**config.mk**
```make
export PLATFORM = sky130hd
export DESIGN_NAME = gs1d_ctrl
export DESIGN_NICKNAME = d
export VERILOG_FILES = /design/src/gs1d_pkg.sv /design/src/gs1d_ctrl.sv
export SDC_FILE = /design/constraint.sdc
export NUM_CORES = 1
export LEC_CHECK = 0
export BUFFER_PORTS_ARGS = -buffer_cell sky130_fd_sc_hd__buf_2
export CORE_MARGIN = 2
export CORE_UTILIZATION = 56
export CTS_CLUSTER_SIZE = 16
export DETAILED_ROUTE_END_ITERATION = 8
export GPL_TIMING_DRIVEN = 0
export HOLD_SLACK_MARGIN = 0.02
export PLACE_DENSITY = 0.86
export RECOVER_POWER = 25
export SETUP_SLACK_MARGIN = 0.3
export SLEW_MARGIN = 5
export SYNTH_ARGS = -nofsm -noshare
export SYNTH_HDL_FRONTEND = slang
export SYNTH_SLANG_ARGS = --single-unit
```
**constraint.sdc**
```tcl
create_clock -name i_clk -period 2.94 [get_ports i_clk]
set_input_delay 0.441 -clock i_clk [delete_from_list [all_inputs] [get_ports i_clk]]
set_output_delay 0.441 -clock i_clk [all_outputs]
set_load 0.05 [all_outputs]
```
**src/gs1d_pkg.sv**
```systemverilog
package gs1d_pkg;

    localparam int STRIP_LENGTH_DEF = 256;

    localparam logic [15:0] ONE_Q15 = 16'h8000;

    typedef enum logic [1:0] {
        CMD_STEP   = 2'd0,
        CMD_READ   = 2'd1,
        CMD_RESEED = 2'd2
    } t_cmd_code;

    typedef enum logic [2:0] {
        S_SEED,
        S_IDLE,
        S_SWEEP,
        S_DRAIN,
        S_OUT_RD,
        S_OUT_LD,
        S_OUT_WAIT
    } t_state;

    // controller -> datapath commands
    typedef struct packed {
        logic latch;       // capture the input word
        logic seed_we;     // write initial pattern at addr
        logic sweep_rd;    // read one cell of the sweep at addr
        logic sweep_first; // first read of a sweep
        logic inject_on;   // add injection to V on the read path
        logic out_rd;      // read the selected cell
        logic out_load;    // load output registers from read data
    } t_dp_cmd;

endpackage

```
**src/gs1d_ctrl.sv**
```systemverilog
module gs1d_ctrl #(
    parameter int STRIP_LENGTH = gs1d_pkg::STRIP_LENGTH_DEF,
    localparam int AW = $clog2(STRIP_LENGTH)
) (
    input  logic                i_clk,
    input  logic                i_rst_n,
    input  logic                i_valid,
    output logic                o_ready,
    input  logic [1:0]          i_command,
    input  logic [1:0]          i_iterations,
    output logic                o_valid,
    input  logic                i_ready,
    input  logic                i_pipe_busy,
    output gs1d_pkg::t_dp_cmd   o_cmd,
    output logic [AW-1:0]       o_addr
);

    gs1d_pkg::t_state r_state, n_state;
    logic [AW:0]      r_cnt, n_cnt;
    logic             r_second, n_second;
    logic             r_two, n_two;
    logic             r_reply, n_reply;

    logic accept;
    logic cnt_at_len;
    logic cnt_at_last;

    assign accept      = i_valid && (r_state == gs1d_pkg::S_IDLE);
    assign cnt_at_len  = (r_cnt == (AW+1)'(STRIP_LENGTH));
    assign cnt_at_last = (r_cnt == (AW+1)'(STRIP_LENGTH - 1));

    always_ff @(posedge i_clk) begin
        if (!i_rst_n) begin
            r_state  <= gs1d_pkg::S_SEED;
            r_cnt    <= '0;
            r_second <= 1'b0;
            r_two    <= 1'b0;
            r_reply  <= 1'b0;
        end else begin
            r_state  <= n_state;
            r_cnt    <= n_cnt;
            r_second <= n_second;
            r_two    <= n_two;
            r_reply  <= n_reply;
        end
    end

    // next state
    always_comb begin
        n_state  = r_state;
        n_cnt    = r_cnt;
        n_second = r_second;
        n_two    = r_two;
        n_reply  = r_reply;
        case (r_state)
            gs1d_pkg::S_SEED: begin
                n_cnt = r_cnt + 1'b1;
                if (cnt_at_last) begin
                    n_cnt   = '0;
                    n_state = r_reply ? gs1d_pkg::S_OUT_RD : gs1d_pkg::S_IDLE;
                end
            end
            gs1d_pkg::S_IDLE: begin
                if (accept) begin
                    n_cnt = '0;
                    case (i_command)
                        gs1d_pkg::CMD_STEP: begin
                            n_state  = gs1d_pkg::S_SWEEP;
                            n_second = 1'b0;
                            n_two    = i_iterations[1];
                        end
                        gs1d_pkg::CMD_RESEED: begin
                            n_state = gs1d_pkg::S_SEED;
                            n_reply = 1'b1;
                        end
                        default: n_state = gs1d_pkg::S_OUT_RD;
                    endcase
                end
            end
            gs1d_pkg::S_SWEEP: begin
                n_cnt = r_cnt + 1'b1;
                if (cnt_at_len) begin
                    n_state = gs1d_pkg::S_DRAIN;
                end
            end
            gs1d_pkg::S_DRAIN: begin
                if (!i_pipe_busy) begin
                    n_cnt = '0;
                    if (r_two && !r_second) begin
                        n_second = 1'b1;
                        n_state  = gs1d_pkg::S_SWEEP;
                    end else begin
                        n_state = gs1d_pkg::S_OUT_RD;
                    end
                end
            end
            gs1d_pkg::S_OUT_RD: n_state = gs1d_pkg::S_OUT_LD;
            gs1d_pkg::S_OUT_LD: n_state = gs1d_pkg::S_OUT_WAIT;
            gs1d_pkg::S_OUT_WAIT: begin
                if (i_ready) begin
                    n_state = gs1d_pkg::S_IDLE;
                end
            end
            default: n_state = gs1d_pkg::S_IDLE;
        endcase
    end

    // outputs
    always_comb begin
        o_cmd   = '0;
        o_ready = 1'b0;
        o_valid = 1'b0;
        o_addr  = cnt_at_len ? AW'(STRIP_LENGTH - 1) : r_cnt[AW-1:0];
        case (r_state)
            gs1d_pkg::S_SEED: o_cmd.seed_we = 1'b1;
            gs1d_pkg::S_IDLE: begin
                o_ready     = 1'b1;
                o_cmd.latch = accept;
            end
            gs1d_pkg::S_SWEEP: begin
                o_cmd.sweep_rd    = 1'b1;
                o_cmd.sweep_first = (r_cnt == '0);
                o_cmd.inject_on   = !r_second;
            end
            gs1d_pkg::S_OUT_RD:   o_cmd.out_rd   = 1'b1;
            gs1d_pkg::S_OUT_LD:   o_cmd.out_load = 1'b1;
            gs1d_pkg::S_OUT_WAIT: o_valid        = 1'b1;
            default: ;
        endcase
    end

endmodule

```
[Word level (Yosys, flattened, before mapping)]
Index checks and enable logic that the tools add are counted.
Cells by class
  reduce and logical (&&, ||, !) cells: 13
  mux-type cells: 26
  add/subtract/negate cells: 1
  equal/unequal tests: 16
Operator list (count)
  9-bit case mux with 4 select lines: 1
  9-bit 2-to-1 mux: 3
  3-bit 2-to-1 mux: 8
  3-bit case mux with 7 select lines: 1
  2-bit != test, second input constant: 6
  1-bit 2-to-1 mux: 10
  5-bit AND reduction: 2
  9-bit by 1-bit adder with 9-bit output, second input constant: 1
  3-bit equality test, second input constant: 3
  9-bit by 8-bit equality test with 1-bit output, second input constant: 1
  9-bit equality test, second input constant: 1
  9-bit zero test: 1
  3-bit AND reduction: 3
  8-bit 2-to-1 mux: 1
  3-bit by 2-bit equality test with 1-bit output, second input constant: 2
  3-bit case mux with 2 select lines: 1
  4-bit nonzero test: 1
  3-bit by 1-bit equality test with 1-bit output, second input constant: 1
  3-bit zero test: 1
  2-bit equality test, second input constant: 1
  1-bit logical AND: 2
  2-bit zero test: 1
  2-bit by 1-bit != test with 1-bit output, second input constant: 1
  1-bit case mux with 2 select lines: 1
  2 further kinds: 2
Storage, ports and cells
  flip-flop bits (word level): 15
  input port bits: 9

[Longest topological paths before layout]
Gate-level depths: netlist (run 1).
  depth in word-level cells: 5
  mapped depth: 9
  gate-level depth less buffers: 9

[Worst setup path after synthesis (run 1)]
OpenSTA, ideal clock, no wires.
  path kind: register -> output
  start point: reg r_state[1]
  end point: out o_cmd[3] (netlist name)
  required time: 2.499 ns
  cell stages (with the launch flop): 5
  slack: 0.231 ns
  path buffers: 1
  arrival time: 2.268 ns
  cell sequence: dfxtp_1 -> buf_2 -> inv_1 -> nor3_1 -> and3_2
RTL lines
  start: declaration: RTL line gs1d_ctrl.sv:18  | gs1d_pkg::t_state r_state, n_state;
  start signal: assignment: RTL line gs1d_ctrl.sv:34  | r_state <= gs1d_pkg::S_SEED;
  start signal: assignment: RTL line gs1d_ctrl.sv:40  | r_state <= n_state;
  end: declaration: RTL line gs1d_ctrl.sv:14  | output gs1d_pkg::t_dp_cmd o_cmd,

==> impl_metrics.json, run 1 <==
{
  "run_status": "finished, final reports clean",
  "finalCritPeriodShare_pct": 82.5,
  "drive_gt1_share_pct": 23.3,
  "overflow": 0,
  "pre_cts_ws_ns": 0.850,
  "ys_top_cells_by_area": "dfxtp_1, a21oi_1, ha_1",
  "setup_viol": 0,
  "cp_max_fo": 10,
  "tightest_slew_ns": 0.591,
  "finalSetupTns_ns": 0,
  "dp.cells": 184,
  "grt.total_usage_pct": 25.6,
  "hpwlAfterDp_um": 1970,
  "grt_pass1_wl_um": 4170,
  "rows": 15,
  "fill_cells": 147,
  "leakage_nw": 0.550,
  "crit_arrival_ns": 1.98,
  "ys_seq_elements": 15,
  "num_antenna_cells": 0,
  "start_util_pct": 60.8,
  "start_kind": "flip-flop",
  "cts_resized": 0,
  "min_path_type": "input port to flip-flop",
  "nNetsFinal": 177,
  "clkLatencyLatePin_ns": 0.29,
  "synth_warnings": 0,
  "dieWidth_um": 47.5,
  "max_freq_mhz": 412,
  "crit_type": "flip-flop to output pin",
  "synthToLayoutAreaGrowth_pct": 17.6,
  "ff_latch_area_sq_um": 300,
  "via_per_inst": 5.97,
  "gp_congestion": 0.914,
  "wl_um": 2560,
  "clk_path_buf_depth": 2,
  "synth_top_area_cell": "dfxtp_1",
  "relSlewSlack_pct": 60.7,
  "required_ns": 2.50,
  "cts.reportedPaths.clkPinSlew_ns": 0.09,
  "clockRootBuffer": "clkbuf_4",
  "drt_pass1_iterations": 4,
  "syn_area_sq_um": 1060,
  "htreeDepth": 1,
  "postRouteAntennaNets": 0,
  "die_area_sq_um": 2260,
  "cp-end-kind": "output pin",
  "final_hold_viol_count": 0,
  "clock-sinks": 15,
  "final_util_pct": 71.5,
  "synth_top_area_share_pct": 28.3,
  "peakVddDrop_v": 0.000272,
  "port_buffers": 24,
  "synth_edf_count": 0,
  "multiInputGateArea_sq_um": 697,
  "final_cell_count_no_fill": 188,
  "core-area_sq_um": 1750,
  "drt_iter0_drc": 32,
  "grt_max_degree": 11,
  "maxCapViolations": 0,
  "ys_seq_area_share_pct": 28.3,
  "powerDensity_nw_per_um2": 305,
  "post-synth-top-count-cell": "dfxtp_1",
  "rsz0062_at_grt": "no",
  "wl_per_cell_um": 13.6,
  "synthArstFlopShare_pct": 0,
  "cts_setup_buffers": 0,
  "ioPinCount": 26,
  "final.setup_skew_ns": 0.00613,
  "fin_crit_ns": 2.42,
  "synthDistinctLibCells": 44,
  "cts_inserted_buffers": 3,
  "holdBufCountCts": 0,
  "fp.dieH_um": 47.5,
  "drc": 0,
  "synthCells": 135,
  "worst_slack_ns": 0.516,
  "yosys-top-cells-count": "dfxtp_1, nor2_1, a21oi_1, inv_1, nand2_1",
  "rrSetupSlack_ns": 0.79,
  "antenna_found_initial": 0,
  "slew_viol_final": 0,
  "syn_nets": 148,
  "avgSynthCellArea_sq_um": 7.86,
  "grt_pass1_vias": 1022,
  "ys.flop_type": "dfxtp_1",
  "vias": 1123,
  "cts_tree": "built"
}
==> area by class of cell <==
class                      instances  area share (%)
buffer                             9            3.01
clock buffer                       4            2.11
inverter                          10            3.01
multi-input combinational        101            55.9
sequential                        15            24.1
tap                               25            2.51
timing repair buffer              24            9.43
==> placed cells by master (no fill, tap or decap), types with 2 or more instances in the layout <==
master,count
buf_2,25
dfxtp_1,15
nor2_1,11
inv_1,10
nand2_1,10
a21oi_1,10
clkbuf_1,8
nand3_1,5
or2b_1,5
o21ai_0,5
nor3_1,4
a31oi_1,4
nand2b_1,4
o31ai_1,4
ha_1,4
xnor2_1,3
or4_1,3
clkbuf_4,3
nand4_1,2
mux2i_1,2
==> flip-flops by register name, indices dropped and copies added, names as in the netlist <==
register  flops
r_cnt         9
r_reply       1
r_second      1
r_state       3
r_two         1
==> per-layer routing <==
metal  routed length (um)  GRT usage (%)  vias up  part of all wire [%]
met5                    0              0        -                     0
li1                     -              -      547                     -
met3                  140           4.15        7                   5.5
met1                 1040           29.7      529                    41
met2                 1340           47.0       40                    52
met4                   41           8.89        0                   1.6
==> critical path, cell delays in order (launching register included) <==
cell and delay (ns):
dfxtp_1 0.36, clkbuf_1 0.38, clkbuf_1 0.40, inv_1 0.13
nor3_1 0.14, buf_2 0.29
==> through the flow <==
stage,instance area [sq um],power (mW),hold WS [ns]
3_3_place_gp,1220,0.264,0.472
4_1_cts,1250,0.381,0.401
5_1_grt,1250,0.396,0.421
6_report,1250,0.381,0.403
2_1_floorplan,1070,0.249,0.450
3_5_place_dp,1220,0.266,0.470
==> report_power, final <==
part	internal (mW)	switching (mW)
Combinational	0.0175	0.0340
Sequential	0.206	0.00321
Clock	0.0528	0.0669
==> path summary, 6_finish.rpt <==
path | start | end | cells after the start
worst max-delay path | r_state[0] | o_cmd[0] | 5
worst min-delay path | i_iterations[1] | r_two | 3
worst max register to register | r_cnt[4] | r_state[2] | 8
worst min register to register | r_two | r_two | 2
==> kinds of logic (layout without fill, tap and decap cells) <==
group	Yosys count	count (layout)	synth area share, %
simple gates	60	60	34.7
xor+xnor	3	3	2.48
fa+ha+maj	4	4	4.72
compound gates	32	32	20.9
buf+inv	19	47	7.08
flops	15	15	28.3
mux	2	2	1.89
No activity file was read; power rests on OpenSTA's default activity.
==> run 2: changes to the inputs <==
--- a/config.mk
+++ b/config.mk
@@ -7,12 +7,12 @@
 export LEC_CHECK = 0
 export BUFFER_PORTS_ARGS = -buffer_cell sky130_fd_sc_hd__buf_2
 export CORE_MARGIN = 2
-export CORE_UTILIZATION = 56
+export CORE_UTILIZATION = 52
 export CTS_CLUSTER_SIZE = 16
 export DETAILED_ROUTE_END_ITERATION = 8
 export GPL_TIMING_DRIVEN = 0
 export HOLD_SLACK_MARGIN = 0.02
-export PLACE_DENSITY = 0.86
+export PLACE_DENSITY = 0.81
 export RECOVER_POWER = 25
 export SETUP_SLACK_MARGIN = 0.3
 export SLEW_MARGIN = 5
==> constraint.sdc (replaced) <==
create_clock -name i_clk -period 2.44 [get_ports i_clk]
set_input_delay 0.366 -clock i_clk [delete_from_list [all_inputs] [get_ports i_clk]]
set_output_delay 0.366 -clock i_clk [all_outputs]
set_load 0.05 [all_outputs]
==> run 2 against run 1 <==
Effect of this change:
- cell area rose by 3.3%
- combinational power up 24%
- highest routed layer unchanged
- largest power group unchanged
- via count grew 1.2%
- global-route usage decreased by 3.0 points
- core utilization fell by 5.1 points
- non-clock buffer count stayed put
- largest cell class unchanged
- die area increased by 7.0%
==> impl_metrics.json, run 2 (synthesized netlist as in run 1, its figures left out) <==
{
  "run_status": "finished, final reports clean",
  "drt_iter0_drc": 71,
  "finalSetupTns_ns": 0,
  "postRouteAntennaNets": 0,
  "ioPinCount": 26,
  "synthToLayoutAreaGrowth_pct": 21.5,
  "htreeDepth": 1,
  "wl_per_cell_um": 13.4,
  "via_per_inst": 5.95,
  "required_ns": 2.07,
  "p_sw_mw": 0.126,
  "grt_pass1_vias": 965,
  "holdBufCountCts": 0,
  "cp-end-kind": "output pin",
  "fill_cells": 189,
  "vias": 1137,
  "dpl_cell_area_sq_um": 1230,
  "clock-sinks": 15,
  "antenna_found_initial": 0,
  "leakage_nw": 0.555,
  "cts_setup_buffers": 0,
  "final_area_sq_um": 1290,
  "clk_path_buf_depth": 2,
  "top_regs": "r_cnt (9), r_state (3)",
  "nNetsFinal": 178,
  "max_freq_mhz": 456,
  "grt.total_usage_pct": 22.7,
  "grt_max_degree": 11,
  "cts.reportedPaths.clkPinSlew_ns": 0.10,
  "crit_arrival_ns": 1.83,
  "hpwlAfterDp_um": 1960,
  "min_path_type": "input port to flip-flop",
  "tightest_slew_ns": 0.595,
  "fin_crit_ns": 2.19,
  "gp_congestion": 0.879,
  "power.internal_mw": 0.335,
  "relSlewSlack_pct": 60.5,
  "holdWs_ns": 0.349,
  "cts_inserted_buffers": 3,
  "wl_um": 2560,
  "final_hold_viol_count": 0,
  "ff_latch_area_sq_um": 302,
  "cp_max_fo": 10,
  "layout_common_cells": "buf_2, dfxtp_1, nor2_1",
  "largest_reg_flops": 9,
  "final.setup_skew_ns": 0.00923,
  "worst_slack_ns": 0.247,
  "rsz0062_at_grt": "yes",
  "multiInputGateArea_sq_um": 712,
  "die_area_sq_um": 2420,
  "start_kind": "flip-flop",
  "dieWidth_um": 49.2,
  "crit_type": "flip-flop to output pin",
  "clockRootBuffer": "clkbuf_4",
  "slew_viol_final": 0,
  "maxCapViolations": 0,
  "start_util_pct": 54.6,
  "drc": 0,
  "clkLatencyLatePin_ns": 0.28,
  "core-area_sq_um": 1940,
  "p_comb_share_pct": 13.9,
  "fp.dieH_um": 49.2,
  "port_buffers": 24,
  "peakVddDrop_v": 0.000321,
  "overflow": 0,
  "seqPwrFrac_pct": 54.8,
  "rows": 16,
  "finalCritPeriodShare_pct": 89.9,
  "pre_cts_ws_ns": 0.357,
  "grt_pass1_wl_um": 4320,
  "powerDensity_nw_per_um2": 358,
  "setup_viol": 0,
  "num_antenna_cells": 0,
  "final_common_cell": "buf_2",
  "cts_tree": "built",
  "p_total_mw": 0.462,
  "drive_gt1_share_pct": 26.2,
  "switching_share_pct": 27.4,
  "top_register": "r_cnt",
  "clockPowerShare_pct": 31.3,
  "drt_pass1_iterations": 4
}
[run 2: cell types whose count changed in the layout (fill, tap and decap cells not counted), sizes merged]
cell,before,now
buf,26,17
nand3,6,7
clkbuf,11,20
[run 2: worst paths after layout]
check                                     start          to  slack (ns)  cells after the start
worst max-delay path                 r_state[2]    o_cmd[5]        0.25                      4
worst min-delay path            i_iterations[1]       r_two        0.35                      3
worst max register to register         r_cnt[3]  r_state[2]        0.44                      7
worst min register to register            r_two       r_two        0.50                      2
[run 2: critical path, stage by stage, from the launching register on]
cell,delay (ns)
dfxtp_1,0.35
clkbuf_1,0.37
clkbuf_1,0.46
nor3_1,0.13
buf_2,0.24
[run 2: metrics by stage]
stage	cells	util, %
final	191	66.4
after detailed placement	186	63.1
after global routing	191	66.4
after floorplan	135	-
after global placement	186	63.1
after CTS	190	64.7
[run 2: layout make-up]
class,count,share of cell area [%]
plain buffers,9,3.40
clock buffers,4,2.04
inverters,10,2.91
multi-input cells,102,55.2
flip-flops and latches,15,23.4
well taps,27,2.62
repair buffers,24,10.4
[run 2: per-layer routing]
metal	GRT usage, %	share of wire [%]	vias to the layer above
li1	-	-	548
met1	27.2	42	533
met2	40.5	51	53
met3	3.68	5.9	3
met4	7.62	0.59	0
met5	0	0	-
[run 2: power by group through the flow]
stage	sequential (mW)	clock, mW	combinational, mW
2_1_floorplan	0.257	0	0.0429
4_1_cts	0.253	0.146	0.0612
6_report	0.253	0.145	0.0640
3_5_place_dp	0.258	0	0.0610
5_1_grt	0.254	0.158	0.0705
3_3_place_gp	0.258	0	0.0594
[run 2: timing repair]
item,in CTS,in global routing
gates cloned,0,1
pin swaps,0,2
gates resized for setup,3,16
setup endpoints to repair,4,13
==> run 3: changes to the inputs <==
--- a/config.mk
+++ b/config.mk
@@ -7,12 +7,12 @@
 export LEC_CHECK = 0
 export BUFFER_PORTS_ARGS = -buffer_cell sky130_fd_sc_hd__buf_2
 export CORE_MARGIN = 2
-export CORE_UTILIZATION = 52
+export CORE_UTILIZATION = 56
 export CTS_CLUSTER_SIZE = 16
 export DETAILED_ROUTE_END_ITERATION = 8
 export GPL_TIMING_DRIVEN = 0
 export HOLD_SLACK_MARGIN = 0.02
-export PLACE_DENSITY = 0.81
+export PLACE_DENSITY = 0.86
 export RECOVER_POWER = 25
 export SETUP_SLACK_MARGIN = 0.3
 export SLEW_MARGIN = 5
==> constraint.sdc (replaced) <==
create_clock -name i_clk -period 2.7 [get_ports i_clk]
set_input_delay 0.405 -clock i_clk [delete_from_list [all_inputs] [get_ports i_clk]]
set_output_delay 0.405 -clock i_clk [all_outputs]
set_load 0.05 [all_outputs]
==> run 3 against run 2 <==
Effect of this change:
- routed wire length shrank 0.90%
- final cell count shrank 1.6%
- register-to-register slack better by 0.12 ns
- power down 10%
- setup slack improved by 0.067 ns
- critical endpoint is now o_cmd[0]
- combinational power shrank 12%
==> impl_metrics.json, run 3 (synthesized netlist as in run 1, its figures left out) <==
{
  "gp_congestion": 0.914,
  "final_hold_viol_count": 0,
  "setup_viol": 0,
  "hpwlAfterDp_um": 1970,
  "grt_pass1_wl_um": 4170,
  "grt_max_degree": 11,
  "synthToLayoutAreaGrowth_pct": 17.6,
  "antenna_found_initial": 0,
  "rrSetupSlack_ns": 0.56,
  "finalSetupTns_ns": 0,
  "fill_cells": 149,
  "dieWidth_um": 47.5,
  "clk_path_buf_depth": 2,
  "vias": 1118,
  "powerDensity_nw_per_um2": 333,
  "postRouteAntennaNets": 0,
  "max_freq_mhz": 419,
  "setup.worst_path.end": "o_cmd[0]",
  "finalCritPeriodShare_pct": 88.4,
  "largest_reg_flops": 9,
  "layout_common_cells": "buf_2, dfxtp_1, nor2_1",
  "port_buffers": 24,
  "drive_gt1_share_pct": 23.3,
  "rows": 15,
  "rsz0062_at_grt": "no",
  "run_status": "finished, final reports clean",
  "final_common_cell": "buf_2",
  "wl_per_cell_um": 13.5,
  "required_ns": 2.30,
  "overflow": 0,
  "relSlewSlack_pct": 60.8,
  "peakVddDrop_v": 0.000297,
  "fin_crit_ns": 2.39,
  "final_area_sq_um": 1250,
  "top_register": "r_cnt",
  "drt_pass1_iterations": 4,
  "clockRootBuffer": "clkbuf_4",
  "min_path_type": "input port to flip-flop",
  "top_regs": "r_cnt (9), r_state (3)",
  "drt_iter0_drc": 28,
  "start_kind": "flip-flop",
  "clkLatencyLatePin_ns": 0.29,
  "cts_setup_buffers": 0,
  "cp_max_fo": 10,
  "cp-end-kind": "output pin",
  "grt.total_usage_pct": 25.6,
  "num_antenna_cells": 0,
  "pre_cts_ws_ns": 0.610,
  "wl_um": 2530,
  "fp.dieH_um": 47.5,
  "htreeDepth": 1,
  "rr_worst_depth": 8,
  "clock-sinks": 15,
  "worst_slack_ns": 0.314,
  "nNetsFinal": 177,
  "maxCapViolations": 0,
  "cts_tree": "built",
  "start_util_pct": 60.8,
  "r2r_start": "r_cnt[4]",
  "die_area_sq_um": 2260,
  "final.setup_skew_ns": 0.00404,
  "r2r_end": "r_state[2]",
  "worstSetupStartpoint": "r_state[0]",
  "p_total_mw": 0.415,
  "cts.reportedPaths.clkPinSlew_ns": 0.09,
  "dpl_cell_area_sq_um": 1220,
  "tightest_slew_ns": 0.591,
  "cts_inserted_buffers": 3,
  "ioPinCount": 26,
  "crit_arrival_ns": 1.98,
  "leakage_nw": 0.550,
  "crit_type": "flip-flop to output pin",
  "via_per_inst": 5.95,
  "core-area_sq_um": 1750,
  "drc": 0,
  "slew_viol_final": 0,
  "grt_pass1_vias": 1022
}
## run 3: stage by stage
stage,hold WS (ns),utilization (%),instances
3_5_place_dp,0.470,70.1,184
5_1_grt,0.385,71.5,188
6_report,0.364,71.5,188
2_1_floorplan,0.450,-,135
3_3_place_gp,0.472,70.1,184
4_1_cts,0.365,71.6,188
## run 3: worst max-delay path: stages (launching register included)
cell	delay, ns
dfxtp_1	0.37
clkbuf_1	0.38
clkbuf_1	0.40
inv_1	0.13
nor3_1	0.13
buf_2	0.28
## run 3: timing repair
action | in CTS | in global routing
gates resized for setup | 0 | 2
endpoints found under the setup margin | 0 | 2
hold buffers | 0 | 0
## run 3: metal layers
metal	GRT usage, %	wire length, um
met1	29.7	1060
met2	47.0	1320
met3	4.15	113
met4	8.89	42
met5	0	0
## run 3: worst min path at each step
stage | start | end | slack (ns) | depth (start not counted)
after global placement | r_two | r_two | 0.47 | 2
after global routing | i_iterations[1] | r_two | 0.39 | 3
after floorplan | r_two | r_two | 0.45 | 2
after CTS | i_iterations[1] | r_two | 0.37 | 3
final | i_iterations[1] | r_two | 0.36 | 3
after detailed placement | r_two | r_two | 0.47 | 2
## run 3: area by class of cell
type                       instances  area (sq um)  area share, %
buffer                             9          37.5           3.01
clock buffer                       4          26.3           2.11
inverter                          10          37.5           3.01
multi-input combinational        101           697           55.9
sequential                        15           300           24.1
tap                               25          31.3           2.51
timing repair buffer              24           118           9.43
## run 3: report_power, final
group | switching (mW) | internal [mW]
Clock | 0.0735 | 0.0575
Combinational | 0.0369 | 0.0191
Sequential | 0.00342 | 0.225
Total | 0.114 | 0.302
